==> config.mk <==
export PLATFORM = sky130hd
export DESIGN_NAME = sorted_integer_set_unit
export DESIGN_NICKNAME = d
export VERILOG_FILES = /design/src/hdl/sis_pkg.sv /design/src/hdl/sorted_integer_set_unit.sv
export SDC_FILE = /design/constraint.sdc
export NUM_CORES = 2
export LEC_CHECK = 0
export BUFFER_PORTS_ARGS = -buffer_cell sky130_fd_sc_hd__buf_4
export CAP_MARGIN = 20
export CORE_MARGIN = 2
export CORE_UTILIZATION = 60
export DETAILED_ROUTE_END_ITERATION = 10
export PLACE_DENSITY_LB_ADDON = 0.2
export SLEW_MARGIN = 20
export SYNTH_ARGS = -nofsm -noshare
export SYNTH_HDL_FRONTEND = slang
export SYNTH_SLANG_ARGS = --single-unit
==> constraint.sdc <==
create_clock -name clk -period 7.1 [get_ports clk]
set_clock_uncertainty 0.1 [all_clocks]
set_input_delay 0.71 -clock clk [delete_from_list [all_inputs] [get_ports clk]]
set_output_delay 0.71 -clock clk [all_outputs]
set_load 0.01 [all_outputs]
==> src/hdl/sis_pkg.sv <==
// Package for the sorted integer set unit: codes, sizes and item types.
`default_nettype none
package sis_pkg;

	// Default number of entries in the store
	localparam int CAPACITY_DEF = 64;

	// Field widths fixed by the item format
	localparam int CMD_W   = 2;
	localparam int VALUE_W = 32;
	localparam int KEY_W   = 31;
	localparam int STAT_W  = 2;
	localparam int COUNT_W = 7;

	// Command codes
	localparam logic [CMD_W-1:0] CMD_ADD    = 2'd0;
	localparam logic [CMD_W-1:0] CMD_REMOVE = 2'd1;
	localparam logic [CMD_W-1:0] CMD_FIND   = 2'd2;

	// Status codes
	localparam logic [STAT_W-1:0] STAT_DONE   = 2'd0;
	localparam logic [STAT_W-1:0] STAT_REJECT = 2'd1;
	localparam logic [STAT_W-1:0] STAT_FULL   = 2'd2;

	// Input item
	typedef struct packed {
		logic [CMD_W-1:0]          command;
		logic signed [VALUE_W-1:0] value;
	} in_item_t;

	// Result item
	typedef struct packed {
		logic [STAT_W-1:0]  status;
		logic               found;
		logic [COUNT_W-1:0] count;
	} out_item_t;

endpackage
`default_nettype wire

==> src/hdl/sorted_integer_set_unit.sv <==
// Sorted integer set unit: top level with search/shift sequencer and entry store.
//
// Keeps up to CAPACITY distinct non-negative keys in ascending order in a
// single-port-write, single-port-read memory. An item is taken when start is
// high and busy is low; busy then stays high until the result is emitted.
// The result shows for exactly one cycle with done high and cannot be held
// off, so the receiver must take it on that cycle. All work runs through one
// memory read port and one 31-bit comparator: a lookup walks the stored
// entries one per cycle from the bottom up to the first entry not below the
// key, then an add moves every larger entry up one slot and a remove moves
// every entry above the hit down one slot, again one entry per cycle. Walk
// and move together touch each stored entry about once, so the time until
// done grows with the number of entries stored; a negative key skips the
// walk. A new item can be started in the cycle that done is high.
// The store needs no clearing after reset.
`default_nettype none
module sorted_integer_set_unit #(
	parameter int CAPACITY = sis_pkg::CAPACITY_DEF
) (
	input  wire logic              clk,
	input  wire logic              arst_n,
	input  wire logic              start,
	output logic                   busy,
	input  wire sis_pkg::in_item_t request,
	output logic                   done,
	output sis_pkg::out_item_t     result
);

	localparam int AW = (CAPACITY > 1) ? $clog2(CAPACITY) : 1;
	localparam int CW = $clog2(CAPACITY + 1);
	localparam logic [CW-1:0] CAP_C = CW'(CAPACITY);
	localparam logic [CW-1:0] ONE_C = CW'(1);

	typedef enum logic [2:0] {
		ST_IDLE,
		ST_SEARCH,
		ST_DECIDE,
		ST_SHIFT_UP,
		ST_SHIFT_DN,
		ST_PLACE,
		ST_FINISH
	} state_t;

	state_t state_q;

	// Item registers
	logic [sis_pkg::CMD_W-1:0]  cmd_q;
	logic [sis_pkg::KEY_W-1:0]  key_q;
	logic                       neg_q;
	logic [sis_pkg::STAT_W-1:0] stat_q;
	logic                       present_q;
	logic [CW-1:0]              pos_q;

	// Set size
	logic [CW-1:0] count_q;

	// Walk control: read pointer, outstanding read and its index
	logic [CW-1:0] rd_ptr_q;
	logic          rd_vld_q;
	logic [CW-1:0] rd_idx_q;
	logic          iss_q;

	// Entry store
	logic [sis_pkg::KEY_W-1:0] mem [CAPACITY];
	logic [sis_pkg::KEY_W-1:0] rdata_q;
	logic                      rd_en;
	logic [AW-1:0]             rd_addr;
	logic                      we;
	logic [AW-1:0]             wr_addr;
	logic [sis_pkg::KEY_W-1:0] wr_data;

	logic hit;
	logic search_issue;

	assign busy = (state_q != ST_IDLE);

	// Lookup compare: first entry not below the key
	assign hit          = rd_vld_q && (rdata_q >= key_q);
	assign search_issue = (state_q == ST_SEARCH) && (rd_ptr_q < count_q) && !hit;

	// Memory port control
	always_comb begin
		rd_en   = search_issue ||
		          (((state_q == ST_SHIFT_UP) || (state_q == ST_SHIFT_DN)) && iss_q);
		rd_addr = rd_ptr_q[AW-1:0];
		we      = 1'b0;
		wr_addr = pos_q[AW-1:0];
		wr_data = key_q;
		unique case (state_q)
			ST_SHIFT_UP: begin
				we      = rd_vld_q;
				wr_addr = AW'(rd_idx_q + ONE_C);
				wr_data = rdata_q;
			end
			ST_SHIFT_DN: begin
				we      = rd_vld_q;
				wr_addr = AW'(rd_idx_q - ONE_C);
				wr_data = rdata_q;
			end
			ST_PLACE: begin
				we = 1'b1;
			end
			default: begin
				we = 1'b0;
			end
		endcase
	end

	// Entry store, registered read
	always_ff @(posedge clk) begin
		if (we) begin
			mem[wr_addr] <= wr_data;
		end
		if (rd_en) begin
			rdata_q <= mem[rd_addr];
		end
	end

	// Sequencer
	always_ff @(posedge clk or negedge arst_n) begin
		if (!arst_n) begin
			state_q   <= ST_IDLE;
			count_q   <= '0;
			rd_vld_q  <= 1'b0;
			iss_q     <= 1'b0;
			done      <= 1'b0;
			cmd_q     <= '0;
			key_q     <= '0;
			neg_q     <= 1'b0;
			stat_q    <= '0;
			present_q <= 1'b0;
			pos_q     <= '0;
			rd_ptr_q  <= '0;
			rd_idx_q  <= '0;
			result    <= '0;
		end else begin
			done <= 1'b0;
			unique case (state_q)
				ST_IDLE: begin
					if (start) begin
						cmd_q     <= request.command;
						key_q     <= request.value[sis_pkg::KEY_W-1:0];
						neg_q     <= request.value[sis_pkg::VALUE_W-1];
						present_q <= 1'b0;
						pos_q     <= '0;
						rd_ptr_q  <= '0;
						rd_vld_q  <= 1'b0;
						state_q   <= request.value[sis_pkg::VALUE_W-1] ? ST_DECIDE : ST_SEARCH;
					end
				end

				// Walk up from entry 0 until an entry >= key or the end
				ST_SEARCH: begin
					if (hit) begin
						pos_q     <= rd_idx_q;
						present_q <= (rdata_q == key_q);
						rd_vld_q  <= 1'b0;
						state_q   <= ST_DECIDE;
					end else if (!rd_vld_q && (rd_ptr_q >= count_q)) begin
						pos_q     <= count_q;
						present_q <= 1'b0;
						state_q   <= ST_DECIDE;
					end else begin
						rd_vld_q <= search_issue;
						rd_idx_q <= rd_ptr_q;
						if (search_issue) begin
							rd_ptr_q <= rd_ptr_q + ONE_C;
						end
					end
				end

				// Pick the action from command and lookup outcome
				ST_DECIDE: begin
					rd_vld_q <= 1'b0;
					state_q  <= ST_FINISH;
					stat_q   <= sis_pkg::STAT_DONE;
					unique case (cmd_q)
						sis_pkg::CMD_ADD: begin
							if (neg_q || present_q) begin
								stat_q <= sis_pkg::STAT_REJECT;
							end else if (count_q >= CAP_C) begin
								stat_q <= sis_pkg::STAT_FULL;
							end else if (pos_q == count_q) begin
								state_q <= ST_PLACE;
							end else begin
								rd_ptr_q <= count_q - ONE_C;
								iss_q    <= 1'b1;
								state_q  <= ST_SHIFT_UP;
							end
						end
						sis_pkg::CMD_REMOVE: begin
							if (neg_q || (count_q == '0) || !present_q) begin
								stat_q <= sis_pkg::STAT_REJECT;
							end else if ((pos_q + ONE_C) < count_q) begin
								rd_ptr_q <= pos_q + ONE_C;
								iss_q    <= 1'b1;
								state_q  <= ST_SHIFT_DN;
							end else begin
								count_q <= count_q - ONE_C;
							end
						end
						sis_pkg::CMD_FIND: begin
							stat_q <= sis_pkg::STAT_DONE;
						end
						default: begin
							stat_q <= sis_pkg::STAT_REJECT;
						end
					endcase
				end

				// Move entries count-1 down to pos up by one slot
				ST_SHIFT_UP: begin
					rd_vld_q <= iss_q;
					rd_idx_q <= rd_ptr_q;
					if (iss_q) begin
						if (rd_ptr_q == pos_q) begin
							iss_q <= 1'b0;
						end else begin
							rd_ptr_q <= rd_ptr_q - ONE_C;
						end
					end else if (!rd_vld_q) begin
						state_q <= ST_PLACE;
					end
				end

				// Move entries pos+1 up to count-1 down by one slot
				ST_SHIFT_DN: begin
					rd_vld_q <= iss_q;
					rd_idx_q <= rd_ptr_q;
					if (iss_q) begin
						if (rd_ptr_q == (count_q - ONE_C)) begin
							iss_q <= 1'b0;
						end else begin
							rd_ptr_q <= rd_ptr_q + ONE_C;
						end
					end else if (!rd_vld_q) begin
						count_q <= count_q - ONE_C;
						state_q <= ST_FINISH;
					end
				end

				// Write the new key into its slot
				ST_PLACE: begin
					count_q <= count_q + ONE_C;
					state_q <= ST_FINISH;
				end

				// Emit the result item
				ST_FINISH: begin
					done          <= 1'b1;
					result.status <= stat_q;
					result.found  <= present_q;
					result.count  <= sis_pkg::COUNT_W'(count_q);
					state_q       <= ST_IDLE;
				end

				default: begin
					state_q <= ST_IDLE;
				end
			endcase
		end
	end

	// Set size never exceeds the store
	a_count_bound: assert property (@(posedge clk) disable iff (!arst_n)
		count_q <= CAP_C)
		else $error("entry count above capacity");

	// A result only follows the finish step
	a_done_after_finish: assert property (@(posedge clk) disable iff (!arst_n)
		done |-> $past(state_q == ST_FINISH))
		else $error("result without finish step");

	// Full status only when the store is full
	a_full_status: assert property (@(posedge clk) disable iff (!arst_n)
		(done && (result.status == sis_pkg::STAT_FULL)) |->
		(result.count == sis_pkg::COUNT_W'(CAPACITY)))
		else $error("full status with room left");

	// The store is never written while idle or searching
	a_no_idle_write: assert property (@(posedge clk) disable iff (!arst_n)
		((state_q == ST_IDLE) || (state_q == ST_SEARCH)) |-> !we)
		else $error("store written outside update steps");

	// An item changes the size by at most one
	a_count_step: assert property (@(posedge clk) disable iff (!arst_n)
		(state_q != ST_IDLE) |=>
		((count_q == $past(count_q)) || (count_q == $past(count_q) + ONE_C) ||
		 (count_q == $past(count_q) - ONE_C)))
		else $error("entry count jumped");

endmodule
`default_nettype wire
Word level (Yosys, flattened, before mapping)
Memory sizes are Yosys's and may differ from the RTL's. A register that Yosys moved wholly into a read port is not among the register bits.
Index checks and enable logic that the tools add are counted.
- register bits: 81
- memory bits (writable): 1984
- input bits: 37
- output and inout bits: 12
- word-level logic and storage cells: 166
- memories kept: 1
- memory list (name ; depth ; width ; rd ports ; clocked after memory_dff ; wr ports ; line ; text):
    mem ; 64 ; 31 ; 1 ; 1 ; 1 ; sorted_integer_set_unit.sv:64 ; logic [sis_pkg::KEY_W-1:0] mem [CAPACITY];
- add/subtract/negate cells: 7
- $lt $le $gt $ge: 5
- equal/unequal tests: 35
- mux-type cells: 70
- reduce and logical (&&, ||, !) cells: 32
- operators by type and width (cell ; number):
    7-bit two-way mux ; 22
    7-bit one-hot mux with 2 select lines ; 3
    7-bit one-hot mux with 5 select lines ; 1
    31-bit equality test ; 1
    31-bit greater-or-equal comparator ; 1
    31-bit two-way mux ; 1
    3-bit two-way mux ; 10
    2-bit != test, second input constant ; 15
    7-bit by 1-bit adder with 7-bit output, second input constant ; 3
    7-bit equality test ; 3
    7-bit one-hot mux with 3 select lines ; 1
    1-bit two-way mux ; 18
    3-bit != test, second input constant ; 6
    3-bit one-hot mux with 6 select lines ; 1
    15-bit AND reduction ; 1
    7-bit less-than comparator ; 2
    7-bit by 1-bit subtractor with 7-bit output, second input constant ; 2
    6-bit one-hot mux with 2 select lines ; 1
    6-bit AND reduction ; 2
    2-bit two-way mux ; 5
    3-bit equality test, second input constant ; 3
    3-bit AND reduction ; 3
    3-bit nonzero test ; 3
    7-bit greater-or-equal comparator ; 1
    other kinds (25) ; 40

Depth between registers and ports, before layout
- depth in word-level cells: 8
- gate-level depth with buffers: 14
- gate-level depth less buffers: 12

Worst setup path after synthesis
Ideal clock, no wire load.
- path kind: reg2reg
- start: register state_q[1]
- end: memory mem[16][0] (netlist name) (enable)
- data arrival time: 4894 ps
- data required time: 6542 ps
- path slack: 1648 ps
- cell stages (with the launch flop): 14
- path buffers: 3
- clock period less this slack: 5452 ps
- path through: dfrtp_1 > clkbuf_1 > or3b_1 > clkbuf_1 > inv_1 > ha_1 > a21o_1 > a21oi_1 > o21bai_1 > a21oi_1 > xnor2_1 > mux2_2 > clkbuf_1 > nor3_1
- cells in the longest elaborated chain, start to end: 5
- RTL lines (item ; line ; text):
    from (decl) ; sorted_integer_set_unit.sv:44 ; state_t state_q;
    from (signal assigned) ; sorted_integer_set_unit.sv:148 ; state_q <= request.value[sis_pkg::VALUE_W-1] ? ST_DECIDE : ST_SEARCH;
    3-bit by 2-bit equality test with 1-bit output or 3-bit equality test (tied branches) ; sorted_integer_set_unit.sv:89 ; unique case (state_q)
    2-bit OR reduction (no line) ; -- ;
    1-bit one-hot mux with 2 select lines ; sorted_integer_set_unit.sv:89 ;
    1-bit two-way mux ; sorted_integer_set_unit.sv:111 ; if (we) begin
    1-bit two-way mux (implied by the code) ; sorted_integer_set_unit.sv:112 ; mem[wr_addr] <= wr_data;
    to (decl) ; sorted_integer_set_unit.sv:64 ;
Several ways; a longest one is shown, not always the timed one.

Worst setup path after layout
- start: register state_q[2]
- end: memory mem[59][1] (netlist name) (enable)
The elaborated chain is that of the path after synthesis.

==> results.cfg <==
[layout]
drive_above_1_share_pct = 30.72
final_nets = 3931
syn_to_final_growth_pct = 12.13

[global_routing]
use_met1_pct = 40.28
use_met2_pct = 47.09
grt_first_pass_wirelength_mm = 287.0
overflow = 0
grt_pass1_vias = 39490
use_met3_pct = 6.182
antenna_found_initial = 15
grt_max_degree = 151
grt.total_usage_pct = 28.99
top_usage_layer = met2

[job]
max_cap_violations = 0

[worst_setup_path]
timing.rr.end = mem[59][1]
start_kind = flip-flop
crit_path_end_kind = flip-flop
r2r-start = state_q[2]
crit_path_max_fanout = 22
cp.required_ps = 7480
rrSetupSlack_ps = 1850
cp.arrival_ps = 5630
worstSetupPathType = reg2reg
r2r_cells = 11

[synthesis]
yosysUniqueCellTypes = 64
synth_fp_nets = 3741
ys_seq_area_share_pct = 75.83
synth_edf_count = 2015
synthFlopType = edfxtp_1
ys_top_cells_by_area = edfxtp_1 73%, mux4_2 18%, dfrtp_1 2.5%
synthesis.instances = 3645
synthesis.area_um2 = 82470
yosysMostFrequentCell = edfxtp_1
async_reset_ff_share_pct = 3.865
ys_top_cells_by_count = 2015 x edfxtp_1, 651 x mux4_2, 120 x nand2_1
yosys.area.top_type_share_pct = 73.37
syn_avg_cell_area_um2 = 22.62
ys.warnings.count = 0
synth_area_leader_cell = edfxtp_1
ys_ff_latch = 2096

[cts]
htreeDepth = 4
root_buffer = clkbuf_16
clkTransAtPathRegs_ps = 70
cts_buffer_depth = 3
numCtsBuffers = 196
post_cts_buffers = 0
cts_tree = built
clock-sinks = 2096
holdBufCountCts = 23
post_cts_resized = 0
clk_latency_ps = 820

[sta]
max_freq_ghz = 0.1905
rsz0062_at_grt = false
final.setup.tns_ps = 0
relSlewSlack_pct = 14.45
fin_ws_ps = 1852
maxSlewViolCount = 0
worst_pin_slew_ps = 1283
finalHoldViolCount = 0
setup_viol = 0
timing.final.crit_period_ps = 5248
period_share_pct = 73.92
timing.hold.ws_ps = 43.68

[hold_path]
worstHoldStart = request[25]
min_to = key_q[25]
min_path_type = in2reg
whs_path_depth = 3

[floorplan]
die_area_um2 = 140400
fp.coreArea_um2 = 137000
initial_core_util_pct = 60.20
fp.dieW_um = 374.7
pin_count = 49
fp-row-count = 136
die_y_um = 374.7

[drt]
dr.first_iter.drc_count = 5348
drt-wirelength-per-cell_um = 34.29
vias = 39350
drt_wl_total_mm = 198.5
vias_per_cell = 6.797
drc = 0
antenna_left = 0
firstDrtPassIters = 6

[run_status]
status = finished, final reports clean

[power]
peakVddDrop_mv = 0.3754
p_leak_nw = 29.16
cellPowerDensity_nw_per_um2 = 442.9
total_power_mw = 40.96

[placement]
io_buffers = 48
pre_cts_ws_ps = 1961
gp_congestion = 0.9323
hpwl_mm = 118.2
[logic make-up (layout without fill, tap and decap cells)]
family	after synthesis	count (layout)	share of synthesized area, %
mux	688	688	18.24
flops	2096	2096	75.83
other cells	0	1	0
buf+inv	254	603	1.306
compound gates	192	192	1.422
xor+xnor	45	45	0.5280
fa+ha+maj	59	59	0.9134
simple gates	311	311	1.754
[registers in the layout, indices dropped and copies added, names as in the netlist]
signal,cells
neg_q,1
result,10
rdata_q,31
present_q,1
cmd_q,2
stat_q,2
iss_q,1
key_q,31
done,1
rd_vld_q,1
rd_idx_q,7
count_q,7
rd_ptr_q,7
mem,1984
state_q,3
pos_q,7
[per-layer routing]
metal  routed length [um]  vias to the layer above
li1                     -                    15800
met4                 6042                        2
met2               100100                     2215
met5                   13                        -
met1                72640                    21020
met3                19730                      308
[layout by cell type, fill, tap and decap left out, types with 13 or more instances in the layout]
cell type and count:
clkbuf_1 31, xor2_1 16, o21ai_4 31, a21oi_1 34
dfrtp_1 75, inv_1 51, clkinv_2 38, clkbuf_16 200
mux2i_1 25, ha_1 57, mux4_2 651, nor3_2 66
edfxtp_1 2015, clkinv_1 41, xnor2_1 26, nor2_1 46
dlygate4sd3_1 23, nand4_1 13, nand3_1 15, nand2_1 120
bufinv_16 18, o21ai_0 64, buf_4 163
[power breakdown]
part | total [mW] | switching, mW | internal [mW]
logic | 13.2 | 8.64 | 4.53
clock network | 10.3 | 4.46 | 5.85
registers | 17.5 | 0.567 | 16.9
[area by class of cell]
| cell class | instances | area [um2] |
|---|---|---|
| inverter | 51 | 191.4 |
| clock inverter | 122 | 1127 |
| multi-input combinational | 1295 | 19540 |
| clock buffer | 235 | 5176 |
| antenna | 1 | 2.502 |
| tap | 1794 | 2245 |
| timing repair buffer | 195 | 1634 |
| sequential | 2096 | 62550 |
| fill | 8273 | 44510 |
[through the flow]
stage / instance area [um2] / instances / util (%)
6_report: 92470 / 5789 / 67.50
5_1_grt: 92470 / 5789 / 67.50
4_1_cts: 92460 / 5788 / 67.50
3_5_place_dp: 85930 / 5408 / 62.73
3_3_place_gp: 85930 / 5408 / 62.73
2_1_floorplan: 82470 / 3645 / -
[worst max-delay path by stage]
stage	startpoint	to	slack, ps
CTS	state_q[0]	mem[59][21]	1960
detailed placement	state_q[2]	mem[59][18]	1960
global route	state_q[2]	mem[59][1]	1600
global placement	state_q[2]	mem[59][18]	2110
floorplan	state_q[1]	mem[16][0]	1650
finish	state_q[2]	mem[59][1]	1850
[critical path: stages (launching register included)]
cell      delay (ps)
dfrtp_1          720
or3b_1           560
inv_1            370
ha_1             340
a21oi_1          180
nor2_1            70
nor2_1           140
xnor2_1          130
mux2i_1          160
nand2b_1         710
nor3_2           900
buf_4            480
Power figures use the tool's default switching activity.
